$ cat src/hdl/pd_pkg.sv
// shared types and constants for the polyline densifier
// no dependencies
`default_nettype none
package pd_pkg;

  localparam int COORD_WIDTH      = 16;
  localparam int THRESH_WIDTH     = 16;
  localparam int THRESH_RESET     = 16;
  localparam int MAX_INTERP_DEF   = 62;
  // deltas at or beyond 2**SAT_BITS in magnitude saturate the point count
  localparam int SAT_BITS         = 22;

  typedef struct packed {
    logic signed [COORD_WIDTH-1:0] x_coord;
    logic signed [COORD_WIDTH-1:0] y_coord;
    logic                          end_of_stroke;
  } in_t;

  typedef struct packed {
    logic signed [COORD_WIDTH-1:0] out_x;
    logic signed [COORD_WIDTH-1:0] out_y;
    logic                          last_point;
  } out_t;

  typedef struct packed {
    logic done;
  } div_status_t;

endpackage
`default_nettype wire

$ cat src/hdl/polyline_densifier.sv
// polyline densifier top level: sequencer, shared multiplier, emitter
// uses pd_pkg and pd_divider
// per vertex: squaring setup and count steps through the one shared multiplier
// (both skipped when a delta saturates), then two serial divisions, then the
// emitted points; in_ready is low the whole time, so a new vertex is not taken
// until every point of the one before has gone into the output register
// reset is synchronous: threshold back to 16, stored vertex cleared
`default_nettype none
module polyline_densifier #(
  parameter int MAX_INTERP = pd_pkg::MAX_INTERP_DEF
) (
  input  wire                              clk,
  input  wire                              rst,
  input  wire                              in_valid,
  output logic                             in_ready,
  input  wire pd_pkg::in_t                 in_data,
  output logic                             out_valid,
  input  wire                              out_ready,
  output pd_pkg::out_t                     out_data,
  input  wire                              cfg_valid,
  output logic                             cfg_ready,
  input  wire [pd_pkg::THRESH_WIDTH-1:0]   cfg_data
);

  localparam int W  = pd_pkg::COORD_WIDTH;
  localparam int DW = W + 1;                      // delta width
  localparam int NW = $clog2(MAX_INTERP + 2);     // holds n and n+1
  localparam int SW = pd_pkg::THRESH_WIDTH + $clog2(MAX_INTERP + 1);
  localparam int MW = (SW > pd_pkg::SAT_BITS) ? SW : pd_pkg::SAT_BITS;

  // sequencer codes
  localparam logic [3:0] S_IDLE = 4'd0;
  localparam logic [3:0] S_SQX  = 4'd1;
  localparam logic [3:0] S_SQY  = 4'd2;
  localparam logic [3:0] S_SUM  = 4'd3;
  localparam logic [3:0] S_MUL  = 4'd4;
  localparam logic [3:0] S_CMP  = 4'd5;
  localparam logic [3:0] S_DSX  = 4'd6;
  localparam logic [3:0] S_DWX  = 4'd7;
  localparam logic [3:0] S_DSY  = 4'd8;
  localparam logic [3:0] S_DWY  = 4'd9;
  localparam logic [3:0] S_PREV = 4'd10;
  localparam logic [3:0] S_INT  = 4'd11;
  localparam logic [3:0] S_LAST = 4'd12;

  logic [3:0] state;

  // configuration register, writable only between requests
  logic [pd_pkg::THRESH_WIDTH-1:0] thresh;
  assign cfg_ready = (state == S_IDLE);

  // stored vertex and the request being worked on
  logic signed [W-1:0] prev_x, prev_y, vx, vy;
  logic                have_prev, veos;

  // delta as sign and magnitude per axis
  logic          neg_x, neg_y;
  logic [DW-1:0] mag_x, mag_y;
  logic [DW-1:0] dx_in, dy_in;
  logic          sat_in;

  // distance test: shared multiplier and its operands
  logic [MW-1:0]   mul_a;
  logic [2*MW-1:0] prod;
  logic [2*MW:0]   d2;
  logic [SW-1:0]   s;
  logic [NW-1:0]   n;
  logic [NW-1:0]   n1;

  // base step quotient and remainder per axis
  logic [DW-1:0] qbx, qby;
  logic [NW-1:0] rbx, rby;

  // running quotient of j*|delta|/(n+1)
  logic [NW-1:0] j;
  logic [DW-1:0] qx, qy;
  logic [NW-1:0] rx, ry;

  // divider hookup
  logic                div_start;
  logic [DW-1:0]       div_dvd;
  pd_pkg::div_status_t div_st;
  logic [DW-1:0]       div_q;
  logic [NW-1:0]       div_r;

  logic slot_free;
  logic emit;
  assign slot_free = !out_valid || out_ready;
  // a point goes into the output register this cycle
  assign emit      = slot_free && (state inside {S_PREV, S_INT, S_LAST});
  assign in_ready  = (state == S_IDLE);
  assign n1        = n + 1'b1;

  // delta of the incoming vertex against the stored one
  assign dx_in = DW'(in_data.x_coord) - DW'(prev_x);
  assign dy_in = DW'(in_data.y_coord) - DW'(prev_y);

  function automatic logic [DW-1:0] absval(input logic [DW-1:0] v);
    absval = v[DW-1] ? -v : v;
  endfunction

  assign sat_in = (64'(absval(dx_in)) >= (64'd1 << pd_pkg::SAT_BITS)) ||
                  (64'(absval(dy_in)) >= (64'd1 << pd_pkg::SAT_BITS));

  // multiplier operand select: squares of deltas, then of the step sum
  always_comb begin
    case (state)
      S_SQX:   mul_a = MW'(mag_x);
      S_SQY:   mul_a = MW'(mag_y);
      default: mul_a = MW'(s);
    endcase
  end

  assign div_start = (state == S_DSX) || (state == S_DSY);
  assign div_dvd   = (state == S_DSX) ? mag_x : mag_y;

  pd_divider #(
    .DIVIDEND_W (DW),
    .DIVISOR_W  (NW)
  ) u_div (
    .clk       (clk),
    .rst       (rst),
    .start     (div_start),
    .dividend  (div_dvd),
    .divisor   (n1),
    .status    (div_st),
    .quotient  (div_q),
    .remainder (div_r)
  );

  // next intermediate point: add base step, carry the remainder
  logic [NW:0]   sum_rx, sum_ry;
  logic          cx, cy;
  logic [NW-1:0] rx_next, ry_next;
  logic [DW-1:0] qx_next, qy_next;
  logic [DW-1:0] px_full, py_full;

  always_comb begin
    sum_rx  = {1'b0, rx} + {1'b0, rbx};
    sum_ry  = {1'b0, ry} + {1'b0, rby};
    cx      = sum_rx >= {1'b0, n1};
    cy      = sum_ry >= {1'b0, n1};
    rx_next = cx ? NW'(sum_rx - {1'b0, n1}) : sum_rx[NW-1:0];
    ry_next = cy ? NW'(sum_ry - {1'b0, n1}) : sum_ry[NW-1:0];
    qx_next = qx + qbx + DW'(cx);
    qy_next = qy + qby + DW'(cy);
    px_full = DW'(prev_x) + (neg_x ? -qx_next : qx_next);
    py_full = DW'(prev_y) + (neg_y ? -qy_next : qy_next);
  end

  // shared multiplier, registered
  always_ff @(posedge clk) begin
    prod <= mul_a * mul_a;
  end

  always_ff @(posedge clk) begin
    if (rst) begin
      state     <= S_IDLE;
      thresh    <= pd_pkg::THRESH_WIDTH'(pd_pkg::THRESH_RESET);
      prev_x    <= '0;
      prev_y    <= '0;
      have_prev <= 1'b0;
      out_valid <= 1'b0;
    end else begin
      if (cfg_valid && cfg_ready) begin
        thresh <= cfg_data;
      end
      if (emit) begin
        out_valid <= 1'b1;
      end else if (out_valid && out_ready) begin
        out_valid <= 1'b0;
      end

      case (state)
        S_IDLE: begin
          if (in_valid) begin
            vx    <= in_data.x_coord;
            vy    <= in_data.y_coord;
            veos  <= in_data.end_of_stroke;
            neg_x <= dx_in[DW-1];
            neg_y <= dy_in[DW-1];
            mag_x <= absval(dx_in);
            mag_y <= absval(dy_in);
            if (have_prev) begin
              if (sat_in) begin
                n     <= NW'(MAX_INTERP);
                state <= S_DSX;
              end else begin
                state <= S_SQX;
              end
            end else if (in_data.end_of_stroke) begin
              state <= S_LAST;
            end else begin
              prev_x    <= in_data.x_coord;
              prev_y    <= in_data.y_coord;
              have_prev <= 1'b1;
            end
          end
        end
        S_SQX: state <= S_SQY;
        S_SQY: begin
          // prod holds dx squared now
          d2    <= {1'b0, prod};
          state <= S_SUM;
        end
        S_SUM: begin
          d2    <= d2 + {1'b0, prod};
          s     <= SW'(thresh);
          n     <= '0;
          state <= S_MUL;
        end
        S_MUL: state <= S_CMP;
        S_CMP: begin
          // count how many multiples of the threshold fit in the distance
          if ({1'b0, prod} > d2) begin
            state <= S_DSX;
          end else begin
            n <= n1;
            s <= s + SW'(thresh);
            state <= (n1 == NW'(MAX_INTERP)) ? S_DSX : S_MUL;
          end
        end
        S_DSX: state <= S_DWX;
        S_DWX: begin
          if (div_st.done) begin
            qbx   <= div_q;
            rbx   <= div_r;
            state <= S_DSY;
          end
        end
        S_DSY: state <= S_DWY;
        S_DWY: begin
          if (div_st.done) begin
            qby   <= div_q;
            rby   <= div_r;
            state <= S_PREV;
          end
        end
        S_PREV: begin
          if (slot_free) begin
            out_data.out_x      <= prev_x;
            out_data.out_y      <= prev_y;
            out_data.last_point <= 1'b0;
            j  <= '0;
            qx <= '0;
            qy <= '0;
            rx <= '0;
            ry <= '0;
            if (n != '0) begin
              state <= S_INT;
            end else if (veos) begin
              state <= S_LAST;
            end else begin
              prev_x <= vx;
              prev_y <= vy;
              state  <= S_IDLE;
            end
          end
        end
        S_INT: begin
          if (slot_free) begin
            out_data.out_x      <= px_full[W-1:0];
            out_data.out_y      <= py_full[W-1:0];
            out_data.last_point <= 1'b0;
            qx <= qx_next;
            qy <= qy_next;
            rx <= rx_next;
            ry <= ry_next;
            j  <= j + 1'b1;
            if (j + 1'b1 == n) begin
              if (veos) begin
                state <= S_LAST;
              end else begin
                prev_x <= vx;
                prev_y <= vy;
                state  <= S_IDLE;
              end
            end
          end
        end
        S_LAST: begin
          if (slot_free) begin
            out_data.out_x      <= vx;
            out_data.out_y      <= vy;
            out_data.last_point <= 1'b1;
            prev_x    <= '0;
            prev_y    <= '0;
            have_prev <= 1'b0;
            state     <= S_IDLE;
          end
        end
        default: state <= S_IDLE;
      endcase
    end
  end

endmodule
`default_nettype wire

$ cat src/hdl/pd_divider.sv
// restoring divider, one quotient bit per cycle
// uses pd_pkg for the status struct
`default_nettype none
module pd_divider #(
  parameter int DIVIDEND_W = 17,
  parameter int DIVISOR_W  = 6
) (
  input  wire                    clk,
  input  wire                    rst,
  input  wire                    start,
  input  wire [DIVIDEND_W-1:0]   dividend,
  input  wire [DIVISOR_W-1:0]    divisor,
  output pd_pkg::div_status_t    status,
  output logic [DIVIDEND_W-1:0]  quotient,
  output logic [DIVISOR_W-1:0]   remainder
);

  localparam int CW = $clog2(DIVIDEND_W + 1);

  logic [DIVIDEND_W-1:0] dvd;
  logic [DIVISOR_W-1:0]  dvs;
  logic [CW-1:0]         cnt;
  logic                  busy;
  logic                  done;
  logic [DIVISOR_W:0]    trial;
  logic                  fits;

  assign trial = {remainder, dvd[DIVIDEND_W-1]};
  assign fits  = trial >= {1'b0, dvs};
  assign status.done = done;

  always_ff @(posedge clk) begin
    if (rst) begin
      busy <= 1'b0;
      done <= 1'b0;
      cnt  <= '0;
    end else begin
      done <= 1'b0;
      if (start) begin
        busy <= 1'b1;
        cnt  <= '0;
      end else if (busy) begin
        cnt <= cnt + 1'b1;
        if (cnt == CW'(DIVIDEND_W - 1)) begin
          busy <= 1'b0;
          done <= 1'b1;
        end
      end
    end
  end

  always_ff @(posedge clk) begin
    if (start) begin
      dvd       <= dividend;
      dvs       <= divisor;
      remainder <= '0;
      quotient  <= '0;
    end else if (busy) begin
      dvd       <= {dvd[DIVIDEND_W-2:0], 1'b0};
      remainder <= fits ? DIVISOR_W'(trial - {1'b0, dvs}) : trial[DIVISOR_W-1:0];
      quotient  <= {quotient[DIVIDEND_W-2:0], fits};
    end
  end

endmodule
`default_nettype wire

$ cat config.mk
export PLATFORM = sky130hd
export DESIGN_NAME = polyline_densifier
export DESIGN_NICKNAME = d
export VERILOG_FILES = /design/src/hdl/pd_pkg.sv /design/src/hdl/polyline_densifier.sv /design/src/hdl/pd_divider.sv
export SDC_FILE = /design/constraint.sdc
export NUM_CORES = 2
export LEC_CHECK = 0
export ABC_AREA = 1
export BUFFER_PORTS_ARGS = -buffer_cell sky130_fd_sc_hd__buf_2
export CAP_MARGIN = 20
export CORE_ASPECT_RATIO = 0.8
export CORE_UTILIZATION = 40
export DETAILED_ROUTE_END_ITERATION = 8
export GPL_TIMING_DRIVEN = 0
export HOLD_SLACK_MARGIN = 0.08
export PLACE_DENSITY = 0.64
export SETUP_SLACK_MARGIN = 0.2
export SYNTH_ARGS = -nofsm -noshare
export SYNTH_HDL_FRONTEND = slang
export SYNTH_SLANG_ARGS = --single-unit
$ cat constraint.sdc
create_clock -name clk -period 12.1 [get_ports clk]
set_input_delay 2.42 -clock clk [delete_from_list [all_inputs] [get_ports clk]]
set_output_delay 2.42 -clock clk [all_outputs]
set_load 0.01 [all_outputs]
==> impl_summary.md <==
Status
The run finished with clean final reports.

Drt
The final antenna-violating net count is 0. The post-detailed-route DRC marker count is 0. After detailed routing, the total wire length is 124000 um. The number of vias after detailed routing is 35400. The routed length per instance is 18.2 um. The first TritonRoute pass finished after 8 iterations.

Using the TritonRoute via totals, the vias-per-cell ratio works out to 5.19. The iteration-0 DRC count of the detailed router is approximately 3400.

CTS
After clock tree synthesis, the clock-pin slew on the worst setup and hold paths is 70 ps. The post-CTS setup-driven buffer insertion count is 0. The clock tree synthesis step divided the H-tree into 2 levels. The tree built by TritonCTS fans out to 418 sinks. TritonCTS created 40 clock buffers. TritonCTS built the clock tree. The number of gates resized after cts is 0. The later pin in the worst-skew pair is clocked with a latency of 570 ps. Clock tree synthesis selected as its root buffer the cell sky130_fd_sc_hd__clkbuf_16.

The number of hold-repair buffers added at the cts stage is 0. The clock passes through at most 3 buffers.

Critical path
On the worst path, the slowest cell contributes a delay of 700 ps. The worst setup path is launched from a register. In this run the critical register-to-register path is captured at prod[27].

Setup slack on the worst reg-to-reg path comes out at 3390 ps. The data required time of the worst path is ~13000 ps. The peak fanout along the critical path is 10.

The origin of the worst setup path is state[3]. The critical path endpoint category is a register. The largest individual stage delay along the critical path comes from the cell sky130_fd_sc_hd__nor2_1.

The setup path with the least slack is of type register to register. The cell repeated most along the worst path is sky130_fd_sc_hd__fa_1. In this run the worst setup path terminates at prod[27].

The source of the worst register-to-register timing path is state[3]. STA puts the critical path data arrival time at slightly above 9000 ps. Measured in cells, the most critical reg-to-reg path has a length of 31.

Floorplan
The horizontal die dimension is between 300 and 400 um. The core outline area is 105000 sq um. The floorplan has 106 rows. The initial utilization of the core area, before any placement, comes to 40.5%.

From bottom edge to top edge, the die measures 293 um. For this design the top-level I/O count stands at 90. The full die area is 107000 sq um.

Cells and area
The post-route netlist has 6.63% of its cells at a drive strength greater than 1. For this run, the post-layout net count is 6199. The area overhead of the layout relative to synthesis is 9.05%. The area used by sequential logic in the layout is 11300 sq um. In the final layout, the multi-input gates occupy between 20000 and 30000 sq um. The number of antenna repair diodes is 0. The number of fill cells is about 11000.

Synth
Dividing the synthesized area by the synthesized cell count gives a little over 8 sq um. By area the synthesized netlist is led by sky130_fd_sc_hd__edfxtp_1 (21%), sky130_fd_sc_hd__fa_1 (17%), sky130_fd_sc_hd__ha_1 (12%), sky130_fd_sc_hd__inv_1 (9.7%), sky130_fd_sc_hd__nand2_1 (8.3%). The area share of the largest cell type after synthesis is about a fifth. The main flop type after synthesis is sky130_fd_sc_hd__edfxtp_1. In the synthesized netlist, the cells that appear most often are sky130_fd_sc_hd__inv_1 (1094), sky130_fd_sc_hd__nand2_1 (937), sky130_fd_sc_hd__nor2_1 (453), sky130_fd_sc_hd__ha_1 (390), sky130_fd_sc_hd__fa_1 (367). The cell area that synthesis handed to floorplanning was 42400 sq um. The synthesized design contains 418 register bits.

Sequential cells were found to cover approximately a quarter of the synthesized design area. Synthesis handed over a netlist of approximately 5200 instances. Yosys mapped a number of flops with a built-in enable equal to 292. The synthesized netlist contains between 70 and 80 unique library cells. The share of synthesized registers carrying an async set or reset is 0%. The most used standard cell by instance count after synthesis is sky130_fd_sc_hd__inv_1. The total number of yosys warnings is 0. The dominant cell type by area after synthesis is sky130_fd_sc_hd__edfxtp_1.

Worst hold path
The class of the tightest hold or removal check is register to register. The startpoint of the tightest hold check path is u_div.quotient[8].

Flow run
Max-cap violations in this run came to 0.

Global routing
The total overflow left after global routing is 0. The via count of the first global-routing pass came to around 34000. The maximum number of pins on one net before global-route repair is 28. The global router's overall resource usage is 23.0%.

The first global-routing pass estimated 192000 um of wire. The number of antenna violations at the first check in global routing is 1.

Timing
The hold violation count in the final report was 0. The final clock period utilization by the worst path is 72.0%. Clock skew on the completed layout was measured at 24.2 ps. Counting I/O delays and the setup requirement, the final critical path takes 8710 ps.

Summed over all failing endpoints, the final setup total negative slack is 0 ps. Static timing analysis puts the maximum clock frequency at 115 MHz. For the pin with the worst max-slew slack, the measured transition is around 1200 ps. The worst slew margin relative to its limit is 21.9%. The max-slew violation count came to 0. Setup violations remaining at the end of the flow were counted as 0. Setup repair after global routing left no endpoint under its margin.

Placed design
The number of port buffers is 89. The global placer's final weighted congestion is 0.983. The half-perimeter wire length of the detailed placement result is 104000 um.
-- registers in the layout (all words and copies together), names as in the netlist, 17 cells and up --
name       count
s             22
prod          43
out_data      33
u_div.dvd     17
d2            45
mag_y         17
mag_x         17
-- cell type report --
type / instances / share of cell area [%]
Buffer: 94 / 1.08
Clock buffer: 56 / 2.56
Clock inverter: 16 / 0.325
Inverter: 1132 / 9.20
Multi-Input combinational cell: 3590 / 57.1
Sequential cell: 418 / 24.4
Tap cell: 1404 / 3.80
Timing Repair Buffer: 112 / 1.49
-- worst min-delay path by stage --
| stage | depth (start not counted) | slack [ps] | end |
|---|---|---|---|
| global route | 0 | 470 | qbx[8] |
| global placement | 0 | 450 | qby[2] |
| floorplan | 0 | 430 | qbx[10] |
| finish | 0 | 460 | qby[8] |
| detailed placement | 0 | 450 | qby[8] |
| CTS | 0 | 460 | qbx[8] |
-- cell usage in the layout, fill, tap and decap left out, drive strengths merged, types with 4 or more instances in the layout --
cell / n
ha: 390
nor3: 50
clkinv: 13
edfxtp: 292
a211oi: 11
o21a: 8
xnor2: 62
and3: 6
o21ai: 301
a21oi: 346
a221oi: 4
buf: 155
nor4: 13
nand2: 959
nand4: 64
nand3: 183
nand3b: 10
o22ai: 22
or2: 22
xor2: 122
nor2: 477
a21o: 27
o221ai: 29
o211ai: 33
dfxtp: 126
and2: 5
a31oi: 41
fa: 367
inv: 1131
o21bai: 17
clkbuf: 107
-- kinds of logic after synthesis --
| group | Yosys count | share of synthesized area [%] |
|---|---|---|
| and+or+nand+nor | 1790 | 17.8 |
| xor gates and xnor gates | 184 | 3.92 |
| other | 1 | 0.00885 |
| AOI/OAI and AO/OA | 857 | 11.5 |
| buffers and inverters | 1226 | 11.2 |
| adders and majority gates | 757 | 28.8 |
| DFF | 418 | 26.6 |
-- layer usage --
layer,vias up,track usage (%),share of wire (%)
met5,-,0,0
met4,0,5.86,2.7
met3,161,4.47,8.9
met2,1268,34.6,42
met1,17000,33.5,46
li1,17000,-,-
-- metrics by stage --
step / hold slack, ps / setup slack [ps] / cell area (sq um) / utilization (%) / instances
after floorplan: 426 / 4170 / 42400 / - / 5234
after global placement: 446 / 941 / 44600 / 42.6 / 6727
after detailed placement: 451 / 3360 / 44900 / 42.8 / 6750
after CTS: 463 / 3330 / 46200 / 44.1 / 6822
after global routing: 472 / 2780 / 46200 / 44.1 / 6822
final: 464 / 3390 / 46200 / 44.1 / 6822
-- critical path: cells and delay by family, from the launching register on --
| kind | cells | cell delay, ps |
|---|---|---|
| fa+ha+maj | 8 | 3990 |
| buf+inv | 10 | 1370 |
| compound gates | 7 | 1290 |
| simple gates | 5 | 1170 |
| flops | 1 | 390 |
| xor+xnor | 1 | 340 |
Power is left out: the tool's default activity adds up to more than one toggle a clock period on the data nets, which glitch-free logic cannot reach.
